### config.mk
export PLATFORM = sky130hd
export DESIGN_NAME = fbme_queue
export DESIGN_NICKNAME = d
export VERILOG_FILES = /design/src/hdl/fbme_pkg.sv /design/src/hdl/fbme_queue.sv
export SDC_FILE = /design/constraint.sdc
export NUM_CORES = 1
export LEC_CHECK = 0
export BUFFER_PORTS_ARGS = -buffer_cell sky130_fd_sc_hd__buf_2
export CAP_MARGIN = 20
export CORE_ASPECT_RATIO = 1.2
export CORE_MARGIN = 4
export CORE_UTILIZATION = 55
export DETAILED_ROUTE_END_ITERATION = 10
export PLACE_DENSITY = 0.77
export RECOVER_POWER = 25
export SLEW_MARGIN = 30
export SYNTH_ARGS = -nofsm -noshare
export SYNTH_HDL_FRONTEND = slang
export SYNTH_SLANG_ARGS = --single-unit
### constraint.sdc
create_clock -name clk -period 4.5 [get_ports clk]
set_input_delay 0.9 -clock clk [delete_from_list [all_inputs] [get_ports clk]]
set_output_delay 0.9 -clock clk [all_outputs]
set_load 0.05 [all_outputs]
### src/hdl/fbme_pkg.sv
// Shared constants, types and codes of the median background estimator.
// No dependencies; every other file in the block imports this package.
package fbme_pkg;

  localparam int MAX_PIXELS  = 524288;
  localparam int FRAC_BITS   = 8;
  localparam int ADDR_W      = $clog2(MAX_PIXELS);
  localparam int FIX_W       = 16;
  localparam int PIX_W       = 8;
  localparam int COL_W       = 10;
  localparam int ROW_W       = 9;
  localparam int WIDTH_W     = 11;
  localparam int HEIGHT_W    = 10;
  localparam int PROD_W      = WIDTH_W + ROW_W;
  localparam int SUM_W       = (PROD_W > ADDR_W) ? PROD_W : ADDR_W;
  localparam int CFG_IDX_W   = 2;
  localparam int CFG_DATA_W  = 16;
  localparam int QUEUE_DEPTH = 4;
  localparam int QPTR_W      = $clog2(QUEUE_DEPTH);
  localparam int BACK_STAGES = 4;

  localparam logic [WIDTH_W-1:0]  MAX_WIDTH  = WIDTH_W'(1024);
  localparam logic [HEIGHT_W-1:0] MAX_HEIGHT = HEIGHT_W'(512);

  localparam logic [FIX_W-1:0]    RST_MIN_STEP     = FIX_W'(256);
  localparam logic [FIX_W-1:0]    RST_EPSILON_GAIN = FIX_W'(655);
  localparam logic [WIDTH_W-1:0]  RST_FRAME_WIDTH  = WIDTH_W'(640);
  localparam logic [HEIGHT_W-1:0] RST_FRAME_HEIGHT = HEIGHT_W'(480);

  typedef enum logic [CFG_IDX_W-1:0] {
    CFG_MIN_STEP     = 2'd0,
    CFG_EPSILON_GAIN = 2'd1,
    CFG_FRAME_WIDTH  = 2'd2,
    CFG_FRAME_HEIGHT = 2'd3
  } cfg_idx_t;

  typedef struct packed {
    logic [FIX_W-1:0]    min_step;
    logic [FIX_W-1:0]    epsilon_gain;
    logic [WIDTH_W-1:0]  frame_width;
    logic [HEIGHT_W-1:0] frame_height;
  } cfg_t;

  // One classified pixel on its way from the front end to the update pipeline.
  typedef struct packed {
    logic [PIX_W-1:0]  pixel;
    logic [ADDR_W-1:0] addr;
    logic              frame_end;
    logic              primed;
  } job_t;

endpackage

### src/hdl/fbme_queue.sv
// Short job queue between the front end and the update pipeline.
// Depends on fbme_pkg.
module fbme_queue import fbme_pkg::*; (
  input  logic clk,
  input  logic rst,
  input  logic push,
  input  job_t push_job,
  output logic full,
  input  logic pop,
  output logic empty,
  output job_t head
);

  job_t               slots [QUEUE_DEPTH];
  logic [QPTR_W-1:0]  wr_ptr;
  logic [QPTR_W-1:0]  rd_ptr;
  logic [QPTR_W:0]    count;

  assign full  = count == (QPTR_W+1)'(QUEUE_DEPTH);
  assign empty = count == '0;
  assign head  = slots[rd_ptr];

  always_ff @(posedge clk) begin
    if (rst) begin
      wr_ptr <= '0;
      rd_ptr <= '0;
      count  <= '0;
    end else begin
      if (push) begin
        wr_ptr <= wr_ptr + QPTR_W'(1);
      end
      if (pop) begin
        rd_ptr <= rd_ptr + QPTR_W'(1);
      end
      case ({push, pop})
        2'b10:   count <= count + (QPTR_W+1)'(1);
        2'b01:   count <= count - (QPTR_W+1)'(1);
        default: count <= count;
      endcase
    end
  end

  always_ff @(posedge clk) begin
    if (push) begin
      slots[wr_ptr] <= push_job;
    end
  end

endmodule

==> impl_metrics.toml <==
[clocking]
root_buffer = "clkbuf_8"
clkSinkCount = 125
cts_resized = 0
worstSkewPairLatency_ns = 0.51
cts_made_buffers = 17
clock_path_buffers = 2
clk_pin_slew_worst_paths_ns = 0.05
ctsHoldBuffers = 0
postCtsSetupBuffers = 0
cts_tree = "done"
cts_max_level = 4

[worst_setup_path]
crit_fanout = 29
required_ns = 3.60
criticalPathCategory = "reg -> out"
endpoint_kind = "output port"
start_kind = "register"
r2r_cells = 4
cp.arrival_ns = 2.10

[power_and_ir_drop]
irDropWorstVdd_v = 0.000331
p_int_mw = 2.45
p_leak_nw = 1.95
p_comb_frac = 0.111
power.density_nw_per_um2 = 564
power_switching_uw = 754
p_clk_frac = 0.461
pwr-share-seq = 0.428
p_sw_frac = 0.235

[placement]
placed_cells = 370
dp_hpwl_mm = 4.43
portBuffers = 63
gp_congestion = 0.701

[sta]
slew-limit-headroom = 0.481
max_freq_mhz = 333
setup_viol = 0
drv_slew = 0
fin_crit_ns = 3.00
period_share = 0.667
finalHoldViolations = 0
rsz0062_at_grt = "no"
worst_clock_skew_ns = 0.00641
fin_tns_setup_ns = 0
max_slew.worst_pin.slew_ns = 0.778
fin_hold_ws_ns = 0.510

[floorplan]
die_area_um2 = 9950
initial_core_util = 0.568
core_area_um2 = 8150
ios = 64
die_h_um = 108
die_x_um = 91.7
num_rows = 36

[global_route]
grt_pass1_vias = 2291
grt_max_degree = 30
grt_pass1_wl_mm = 12.4
antenna_found_initial = 0
overflow = 0
grt_usage = 0.175

[route]
via_count = 2141
maxUsedRoutingLayer = "met4"
routed-wl-met3_um = 577
wirelength_mm = 7.85
vias_per_cell = 5.34
wl_met2_mm = 3.95
wl_per_cell_um = 19.6
drtIter0Drc = 182
ant_nets = 0
drcViolationCount = 0
drt_pre_antenna_iters = 4
route.layer.met1.wl_mm = 3.17

[yosys]
yosysTopAreaCellShare = 0.753
synthArstFlopShare = 0
synth_cells = 198
synthTopCellsByArea = "edfxtp_1, mux4_2, dfxtp_1, ha_1, nor2_1"
synth_warnings = 0
yosys.area.top_type = "edfxtp_1"
synthTopCellsByCount = "edfxtp_1, mux4_2, dfxtp_1"
synth_cell_type_count = 23
ys.flop_type = "edfxtp_1"
ys_ff_latch = 125
yosysMostFrequentCell = "edfxtp_1"
synthesis.area_um2 = 4630
synth.net_count = 237
synth_edf_count = 116
yosysSeqAreaShare = 0.792
syn_avg_cell_area_um2 = 23.4

[finish]
area_growth_pct = 22.9
nets = 314
final_layout_size_suffix_gt1_frac = 0.383
num_antenna_cells = 0
stdcell_count = 401

[worst_hold_path]
hold_class = "reg -> reg"
holdPathStages = 2

[status]
status = "finished, final reports clean"

[job]
max-cap-violations = 0
-- placed cells by master, fill, tap and decap left out, types with 3 or more instances in the layout --
cell | netlist | routed
clkbuf_1 | 2 | 18
clkbuf_16 | 0 | 16
edfxtp_1 | 116 | 116
mux4_2 | 28 | 28
and2_2 | 0 | 3
xor2_1 | 3 | 3
buf_2 | 2 | 45
bufinv_16 | 0 | 6
ha_1 | 5 | 5
dfxtp_1 | 9 | 7
clkinv_4 | 0 | 3
nor2_1 | 8 | 8
inv_1 | 6 | 6
-- worst paths after layout --
kind                               start                     to  slack [ns]
setup / recovery                register               head[22]        1.50
hold / removal     count[2]$_SDFFE_PP0P_  count[2]$_SDFFE_PP0P_        0.51
setup reg to reg  wr_ptr[0]$_SDFFE_PP0P_  slots[2][3]$_DFFE_PP_        2.65
hold reg to reg    count[2]$_SDFFE_PP0P_  count[2]$_SDFFE_PP0P_        0.51
-- layer usage --
layer  vias to the layer above  GRT usage
met2                        83      0.266
met3                         8     0.0738
met4                         0     0.0860
li1                        968          -
met1                      1082      0.220
met5                         -          0
-- cell type report --
class / count / area [um^2]
Inverter: 6 / 22.5
Timing Repair Buffer: 65 / 308
Tap cell: 114 / 143
Clock inverter: 14 / 240
Sequential cell: 125 / 3670
Clock buffer: 17 / 414
Multi-Input combinational cell: 60 / 888
Fill cell: 496 / 2470
-- state kept, by name, summed over array words and instances (netlist names), named ones only --
| name | count |
|---|---|
| count | 3 |
| rd_ptr | 2 |
| slots | 116 |
| wr_ptr | 2 |
-- worst max-delay path, cell delays in order (launching register included) --
cell	delay, ns
dfxtp_4	0.71
mux4_1	0.64
buf_2	0.23
-- power by group through the flow --
stage	Clock (mW)	Sequential (mW)	Combinational [mW]
after floorplan	0	1.37	0.297
after global placement	0	1.39	0.356
after detailed placement	0	1.40	0.360
after CTS	1.49	1.37	0.364
after global routing	1.56	1.38	0.377
final	1.48	1.37	0.357
-- per-stage QoR --
stage	instance area, um^2	setup slack, ns	util	power (mW)
after floorplan	4630	2.20	-	1.67
after CTS	5710	1.18	0.700	3.23
final	5680	1.50	0.697	3.21
after global routing	5680	1.37	0.697	3.32
after global placement	5050	1.63	0.619	1.75
after detailed placement	5050	1.72	0.620	1.76
-- cell families (layout without fill, tap and decap cells) --
kind of cell | after synthesis | after routing | synth area share
flops | 125 | 125 | 0.792
compound gates | 3 | 3 | 0.00324
xor+xnor | 5 | 5 | 0.00947
buf+inv | 13 | 102 | 0.0170
mux | 30 | 30 | 0.144
simple gates | 16 | 16 | 0.0165
fa+ha+maj | 6 | 6 | 0.0178
Power figures use the tool's default switching activity.
