## config.mk

```make
export PLATFORM = sky130hd
export DESIGN_NAME = fbme_front_flat
export DESIGN_NICKNAME = d
export VERILOG_FILES = /design/src/hdl/fbme_pkg.sv /design/src/hdl/fbme_if.sv /design/src/hdl/fbme_front.sv /design/src/flat_wrapper.sv
export SDC_FILE = /design/constraint.sdc
export NUM_CORES = 1
export LEC_CHECK = 0
export BUFFER_PORTS_ARGS = -buffer_cell sky130_fd_sc_hd__buf_2
export CORE_MARGIN = 8
export CORE_UTILIZATION = 25
export DETAILED_ROUTE_END_ITERATION = 6
export GPL_TIMING_DRIVEN = 0
export PLACE_DENSITY = 0.47
export SLEW_MARGIN = 25
export SYNTH_ARGS = -nofsm -noshare
export SYNTH_HDL_FRONTEND = slang
export SYNTH_SLANG_ARGS = --single-unit
```

## constraint.sdc

```tcl
create_clock -name clk -period 9.6 [get_ports clk]
set_input_delay 1.44 -clock clk [delete_from_list [all_inputs] [get_ports clk]]
set_output_delay 1.44 -clock clk [all_outputs]
set_load 0.1 [all_outputs]
```

## src/hdl/fbme_pkg.sv

```systemverilog
// Shared constants, types and codes of the median background estimator.
// No dependencies; every other file in the block imports this package.
package fbme_pkg;

  localparam int MAX_PIXELS  = 524288;
  localparam int FRAC_BITS   = 8;
  localparam int ADDR_W      = $clog2(MAX_PIXELS);
  localparam int FIX_W       = 16;
  localparam int PIX_W       = 8;
  localparam int COL_W       = 10;
  localparam int ROW_W       = 9;
  localparam int WIDTH_W     = 11;
  localparam int HEIGHT_W    = 10;
  localparam int PROD_W      = WIDTH_W + ROW_W;
  localparam int SUM_W       = (PROD_W > ADDR_W) ? PROD_W : ADDR_W;
  localparam int CFG_IDX_W   = 2;
  localparam int CFG_DATA_W  = 16;
  localparam int QUEUE_DEPTH = 4;
  localparam int QPTR_W      = $clog2(QUEUE_DEPTH);
  localparam int BACK_STAGES = 4;

  localparam logic [WIDTH_W-1:0]  MAX_WIDTH  = WIDTH_W'(1024);
  localparam logic [HEIGHT_W-1:0] MAX_HEIGHT = HEIGHT_W'(512);

  localparam logic [FIX_W-1:0]    RST_MIN_STEP     = FIX_W'(256);
  localparam logic [FIX_W-1:0]    RST_EPSILON_GAIN = FIX_W'(655);
  localparam logic [WIDTH_W-1:0]  RST_FRAME_WIDTH  = WIDTH_W'(640);
  localparam logic [HEIGHT_W-1:0] RST_FRAME_HEIGHT = HEIGHT_W'(480);

  typedef enum logic [CFG_IDX_W-1:0] {
    CFG_MIN_STEP     = 2'd0,
    CFG_EPSILON_GAIN = 2'd1,
    CFG_FRAME_WIDTH  = 2'd2,
    CFG_FRAME_HEIGHT = 2'd3
  } cfg_idx_t;

  typedef struct packed {
    logic [FIX_W-1:0]    min_step;
    logic [FIX_W-1:0]    epsilon_gain;
    logic [WIDTH_W-1:0]  frame_width;
    logic [HEIGHT_W-1:0] frame_height;
  } cfg_t;

  // One classified pixel on its way from the front end to the update pipeline.
  typedef struct packed {
    logic [PIX_W-1:0]  pixel;
    logic [ADDR_W-1:0] addr;
    logic              frame_end;
    logic              primed;
  } job_t;

endpackage

```

## src/hdl/fbme_if.sv

```systemverilog
// Valid/ready channels of the median background estimator: pixels in,
// results out, configuration writes. Depends on fbme_pkg.
interface fbme_pix_if import fbme_pkg::*; ();
  logic             valid;
  logic             ready;
  logic [PIX_W-1:0] pixel;
  modport source (output valid, output pixel, input ready);
  modport sink   (input valid, input pixel, output ready);
endinterface


```

## src/hdl/fbme_front.sv

```systemverilog
// Front end: accepts pixels, tracks raster position and priming, and forms
// the store address of each pixel. Depends on fbme_pkg and fbme_if.
module fbme_front import fbme_pkg::*; (
  input  logic   clk,
  input  logic   rst,
  input  cfg_t   cfg,
  fbme_pix_if.sink pixels,
  input  logic   q_full,
  output logic   push,
  output job_t   job
);

  logic [COL_W-1:0]    column_count;
  logic [ROW_W-1:0]    row_count;
  logic                primed;
  logic [WIDTH_W-1:0]  w_eff;
  logic [HEIGHT_W-1:0] h_eff;
  logic [SUM_W-1:0]    row_base;
  logic [SUM_W-1:0]    addr_full;
  logic                row_end;
  logic                frame_end;

  always_comb begin
    if (cfg.frame_width == '0) begin
      w_eff = WIDTH_W'(1);
    end else if (cfg.frame_width > MAX_WIDTH) begin
      w_eff = MAX_WIDTH;
    end else begin
      w_eff = cfg.frame_width;
    end
    if (cfg.frame_height == '0) begin
      h_eff = HEIGHT_W'(1);
    end else if (cfg.frame_height > MAX_HEIGHT) begin
      h_eff = MAX_HEIGHT;
    end else begin
      h_eff = cfg.frame_height;
    end
  end

  assign row_base  = SUM_W'(row_count) * SUM_W'(w_eff);
  assign addr_full = row_base + SUM_W'(column_count);
  assign row_end   = (WIDTH_W'(column_count) + WIDTH_W'(1)) >= w_eff;
  assign frame_end = row_end && ((HEIGHT_W'(row_count) + HEIGHT_W'(1)) >= h_eff);

  assign pixels.ready = !q_full;
  assign push         = pixels.valid && !q_full;

  assign job.pixel     = pixels.pixel;
  assign job.addr      = addr_full[ADDR_W-1:0];
  assign job.frame_end = frame_end;
  assign job.primed    = primed;

  always_ff @(posedge clk) begin
    if (rst) begin
      column_count <= '0;
      row_count    <= '0;
      primed       <= 1'b0;
    end else if (push) begin
      if (row_end) begin
        column_count <= '0;
        row_count    <= frame_end ? '0 : row_count + ROW_W'(1);
      end else begin
        column_count <= column_count + COL_W'(1);
      end
      if (frame_end) begin
        primed <= 1'b1;
      end
    end
  end

endmodule

```

## src/flat_wrapper.sv

```systemverilog
// flat-port wrapper written by rule: the top's interface ports become plain ports
module fbme_front_flat import fbme_pkg::*;
  (clk, rst, cfg, q_full, push, job, pixels_valid, pixels_pixel, pixels_ready);
  fbme_pix_if pixels_i ();
  input  logic clk;
  input  logic rst;
  input  cfg_t cfg;
  input  logic q_full;
  output logic push;
  output job_t job;
  input wire logic [$bits(pixels_i.valid)-1:0] pixels_valid;
  input wire logic [$bits(pixels_i.pixel)-1:0] pixels_pixel;
  output wire logic [$bits(pixels_i.ready)-1:0] pixels_ready;
  assign pixels_i.valid = pixels_valid;
  assign pixels_i.pixel = pixels_pixel;
  assign pixels_ready = pixels_i.ready;
  fbme_front u_core (.clk(clk), .rst(rst), .cfg(cfg), .pixels(pixels_i), .q_full(q_full), .push(push), .job(job));
endmodule
```

==> results.md <==
Status:
- The run finished with clean final reports.

Die:
- The floorplan has between 50 and 60 rows.
- The initial cell density of the core is between 20% and 30%.
- During I/O placement, the number of pins put on the boundary was 96.
- The die is 161 µm tall.
- The chip width is 161 µm.
- The die covers ~26,000 µm².
- The core footprint is between 20,000 and 25,000 µm².

Logic synthesis:
- The xor/xnor cell area share of the yosys netlist is about 5.7%.
- For this run, the number of Yosys warnings is 0.
- The adder-cell share of the synthesized area is between 40% and 50%.
- After synthesis, flip-flops and latches occupy 7.64% of the total area.
- The multiplexer fraction of the synthesized cell area is less than 1%.
- The top cell type by area accounts for 26.4% of the synthesized area.
- The share of synthesized registers carrying an async set or reset is 0%.
- Summed over all instances, the cell type with the most area after synthesis is fa_1.
- The synthesized design contains 0 enable-type register cells.
- The simple-gate portion of the synthesized area is roughly 18%.
- The number of distinct library cells after synthesis is just over 50.
- The post-synth net total is around 850.
- The fraction of the mapped netlist area in compound gates is between 10 and 15%.
- The post-synthesis instance area is about 5200 µm².
- Synthesis inferred 20 register bits.
- Yosys attributes the largest share of cell area to fa_1, ha_1, dfxtp_1.
- The average instance in the mapped netlist occupies ~8.2 µm².
- Synthesis produced about 640 cells.
- Among all flip-flop cells after synthesis, the most frequent one is dfxtp_1.
- By area, the combinational part of the netlist is dominated by adder cells.

Setup path:
- The cell family contributing the most delay on the critical path is adder cells.
- The number of buffer and inverter stages on the critical path is 5.
- The data arrival time at the worst-slack endpoint is a little under 8 ns.
- Traced cell by cell, the critical path runs through buf_2 > nor4_1 > a31oi_1 > nor2_2 > nand2_1 > fa_1 > fa_1 > inv_1 > fa_1 > fa_1 > inv_1 > fa_1 > inv_1 > ha_1 > a21o_1 > o41ai_4 > o21ai_1 > o41ai_1 > xnor2_1 > clkbuf_4.
- The most frequent cell on the critical path is fa_1.
- The critical path data required time is slightly above 8 ns.
- In this run the worst path has a maximum fanout of 6.
- In this run the critical register-to-register path is launched from u_core.row_count[4]$_SDFFE_PP0P_.
- The kind of critical path is in2out.
- The startpoint of the most critical setup path is cfg[19].
- The slowest stage cell on the critical path is fa_1.
- On the worst path, the slowest cell contributes a delay of roughly 0.56 ns.
- The worst setup path is launched from an input pin.
- The critical path endpoint category is an output port.

Timing:
- The setup TNS is 0 ns.
- The time the worst path needs with I/O delays and setup is 9.33 ns.
- The clock skew is ~0.0053 ns.
- Dividing the final minimum period by the clock period gives a little over nine tenths.
- The actual transition at the worst max-transition pin is ~0.66 ns.
- The number of hold violations in the final report was 0.
- The number of setup violations in the final report is 0.
- Measured against its own limit, the worst slew margin works out to 55.7%.
- Setup repair after global routing left no endpoint under its margin.
- The final count of pins violating max slew is 0.
- Derived from the worst setup path, the maximum achievable clock frequency is about 110 MHz.

GRT:
- The initial antenna violation count came to 0.
- The via count of the first global-routing pass is around 4.3k.
- Across every metal layer, demand over resource in global routing totals a little over a tenth.
- Global routing finished with a remaining overflow of 0.
- The first-pass GRT wire length is between 20,000 and 25,000 µm.
- Entering global routing, the biggest net connects 11 pins.

Layout:
- The finished layout holds about 970 standard cells, fillers aside.
- In the layout the commonest cells are inv_1, nand2_1, ha_1, fa_1, buf_2.
- The most common library cell in the layout ignoring fill and taps is inv_1.
- The area growth from synthesis to layout is 13.7%.
- The number of nets in the layout is just over 900.
- The share of final-layout standard cells stronger than drive strength 1 is 12.0%.
- The number of antenna diodes in the final layout is 0.

Clocking:
- The number of CTS-inserted buffers is 3.
- Clock-pin slew was measured on the worst setup and hold paths at about 0.06 ns.
- In this run the clock root is driven by a clkbuf_16.
- TritonCTS built the clock tree.
- At the later pin of the worst-skew pair, clock insertion delay measures 0.25 ns.
- The quantity of hold-fixing buffers added after cts is 0.
- No sink is reached through more buffers than the 2 on the longest clock path.
- Counting every sink on the clock net gives 20.
- The maximum level of the CTS H-tree is 1.

Flow run:
- The max-capacitance violation count is 0.

Route:
- The number of iterations in the first detailed-routing pass is 4.
- After detailed routing, the number of vias per cell comes to approximately 4.5.
- The detailed router placed about 4.3k vias in this run.
- The final layout contains routed wiring with a total length of roughly 14,000 µm.
- The DRC violation total after the first TritonRoute iteration is 213.
- After detailed routing, the number of remaining DRC violations is 0.
- Dividing the detail-routed wire length by the instance count gives between 10 and 15 µm.
- The detail route stage leaves a number of antenna-violating nets equal to 0.

Placed design:
- Counting tap cells, the placed design contains a total of around 1,000 instances.
- The quantity of I/O buffers inserted on ports is 54.
- The routability-driven placement congestion ratio is 0.795.
- The half-perimeter wire length of the detailed placement result is between 10,000 and 15,000 µm.

Min path:
- The classification of the worst-slack hold path is reg2reg.
- The startpoint identified for the worst hold timing path is u_core.primed$_SDFFE_PP0P_.

Pwr:
- Dividing total power by cell area gives a power density of a little over 40 nW/µm².
- After layout, the design draws a total of around 0.24 mW.
- Across the VDD grid, the largest voltage drop is between 0.04 and 0.05 mV.
- The reported leakage power is between 2 and 3 nW.
[registers in the layout, indices dropped and copies added, names as in the netlist]
| register | flops |
|---|---|
| u_core.column_count | 10 |
| u_core.row_count | 9 |
| u_core.primed | 1 |
[through the flow]
stage	util [%]	instance area [µm²]	hold WS [ns]	setup WS (ns)
2_1_floorplan	-	5240	0.459	0.441
3_3_place_gp	28.1	5860	0.472	0.0279
3_5_place_dp	28.1	5860	0.473	0.0249
4_1_cts	28.5	5930	0.487	0.0131
5_1_grt	28.6	5960	0.507	0.0285
6_report	28.6	5960	0.486	0.265
[metal layers]
metal	vias to the layer above	GRT usage, %	wire length, µm
met5	-	0	0
met4	0	1.05	54
met3	5	1.15	674
met2	74	16.7	6290
met1	2058	15.7	6710
li1	2207	-	-
[path summary, 6_finish.rpt]
check | to | slack [ns] | cells past startpoint
min reg2reg | u_core.primed$_SDFFE_PP0P_ | 0.49 | 1
max reg2reg | u_core.row_count[4]$_SDFFE_PP0P_ | 5.98 | 14
min | u_core.primed$_SDFFE_PP0P_ | 0.49 | 1
max | job[17] | 0.27 | 20
[synthesized netlist by cell type, drive strengths merged (2+ instances only)]
library cell    n
a211oi          2
a21o            9
a21oi          37
a31oi           4
and2           13
and3            6
buf            16
clkbuf         15
clkinv          2
dfxtp          20
fa             69
ha             76
inv           106
mux2i           4
nand2          83
nand2b          3
nand3          23
nand4           4
nor2           38
nor2b           9
nor3           13
nor4            5
o21a            2
o21ai          16
o21ba           2
o21bai          4
o2bb2ai         2
o32ai           5
o41ai           2
or3             5
xnor2          28
xor2            6
[logic make-up (layout without fill, tap and decap cells)]
family / count (synthesis) / after routing
and+or+nand+nor: 207 / 207
adders and majority gates: 145 / 145
buffers and inverters: 139 / 196
AOI/OAI and AO/OA: 93 / 93
xor gates and xnor gates: 34 / 34
DFF: 20 / 20
muxes: 4 / 4
[layout make-up]
class	count	area (µm²)
well taps	275	344
multi-input cells	483	4290
inverters	108	405
fillers	2319	14900
flip-flops and latches	20	400
repair buffers	54	280
clock buffers	3	75.1
plain buffers	31	160
[repair_timing]
action / 4_1_cts / 5_1_grt
buffers inserted: 0 / 0
resized for setup: 0 / 7
setup endpoints to repair: 0 / 6
[power by group]
part | switching (mW) | internal (mW)
clock | 0.0321 | 0.0550
combinational | 0.0515 | 0.0188
sequential | 0.00110 | 0.0835
[worst register-to-register path, cell delays in order (launching register included)]
cell	delay [ns]
dfxtp_1	0.30
buf_2	0.22
inv_1	0.22
nor3_1	0.41
nand3_1	0.24
xnor2_1	0.20
ha_1	0.33
a21o_1	0.16
a211oi_1	0.32
and4b_1	0.24
o21ai_0	0.17
nand2_1	0.14
buf_2	0.23
nand2_1	0.19
o32ai_1	0.16
(Power assumes the default switching activity.)
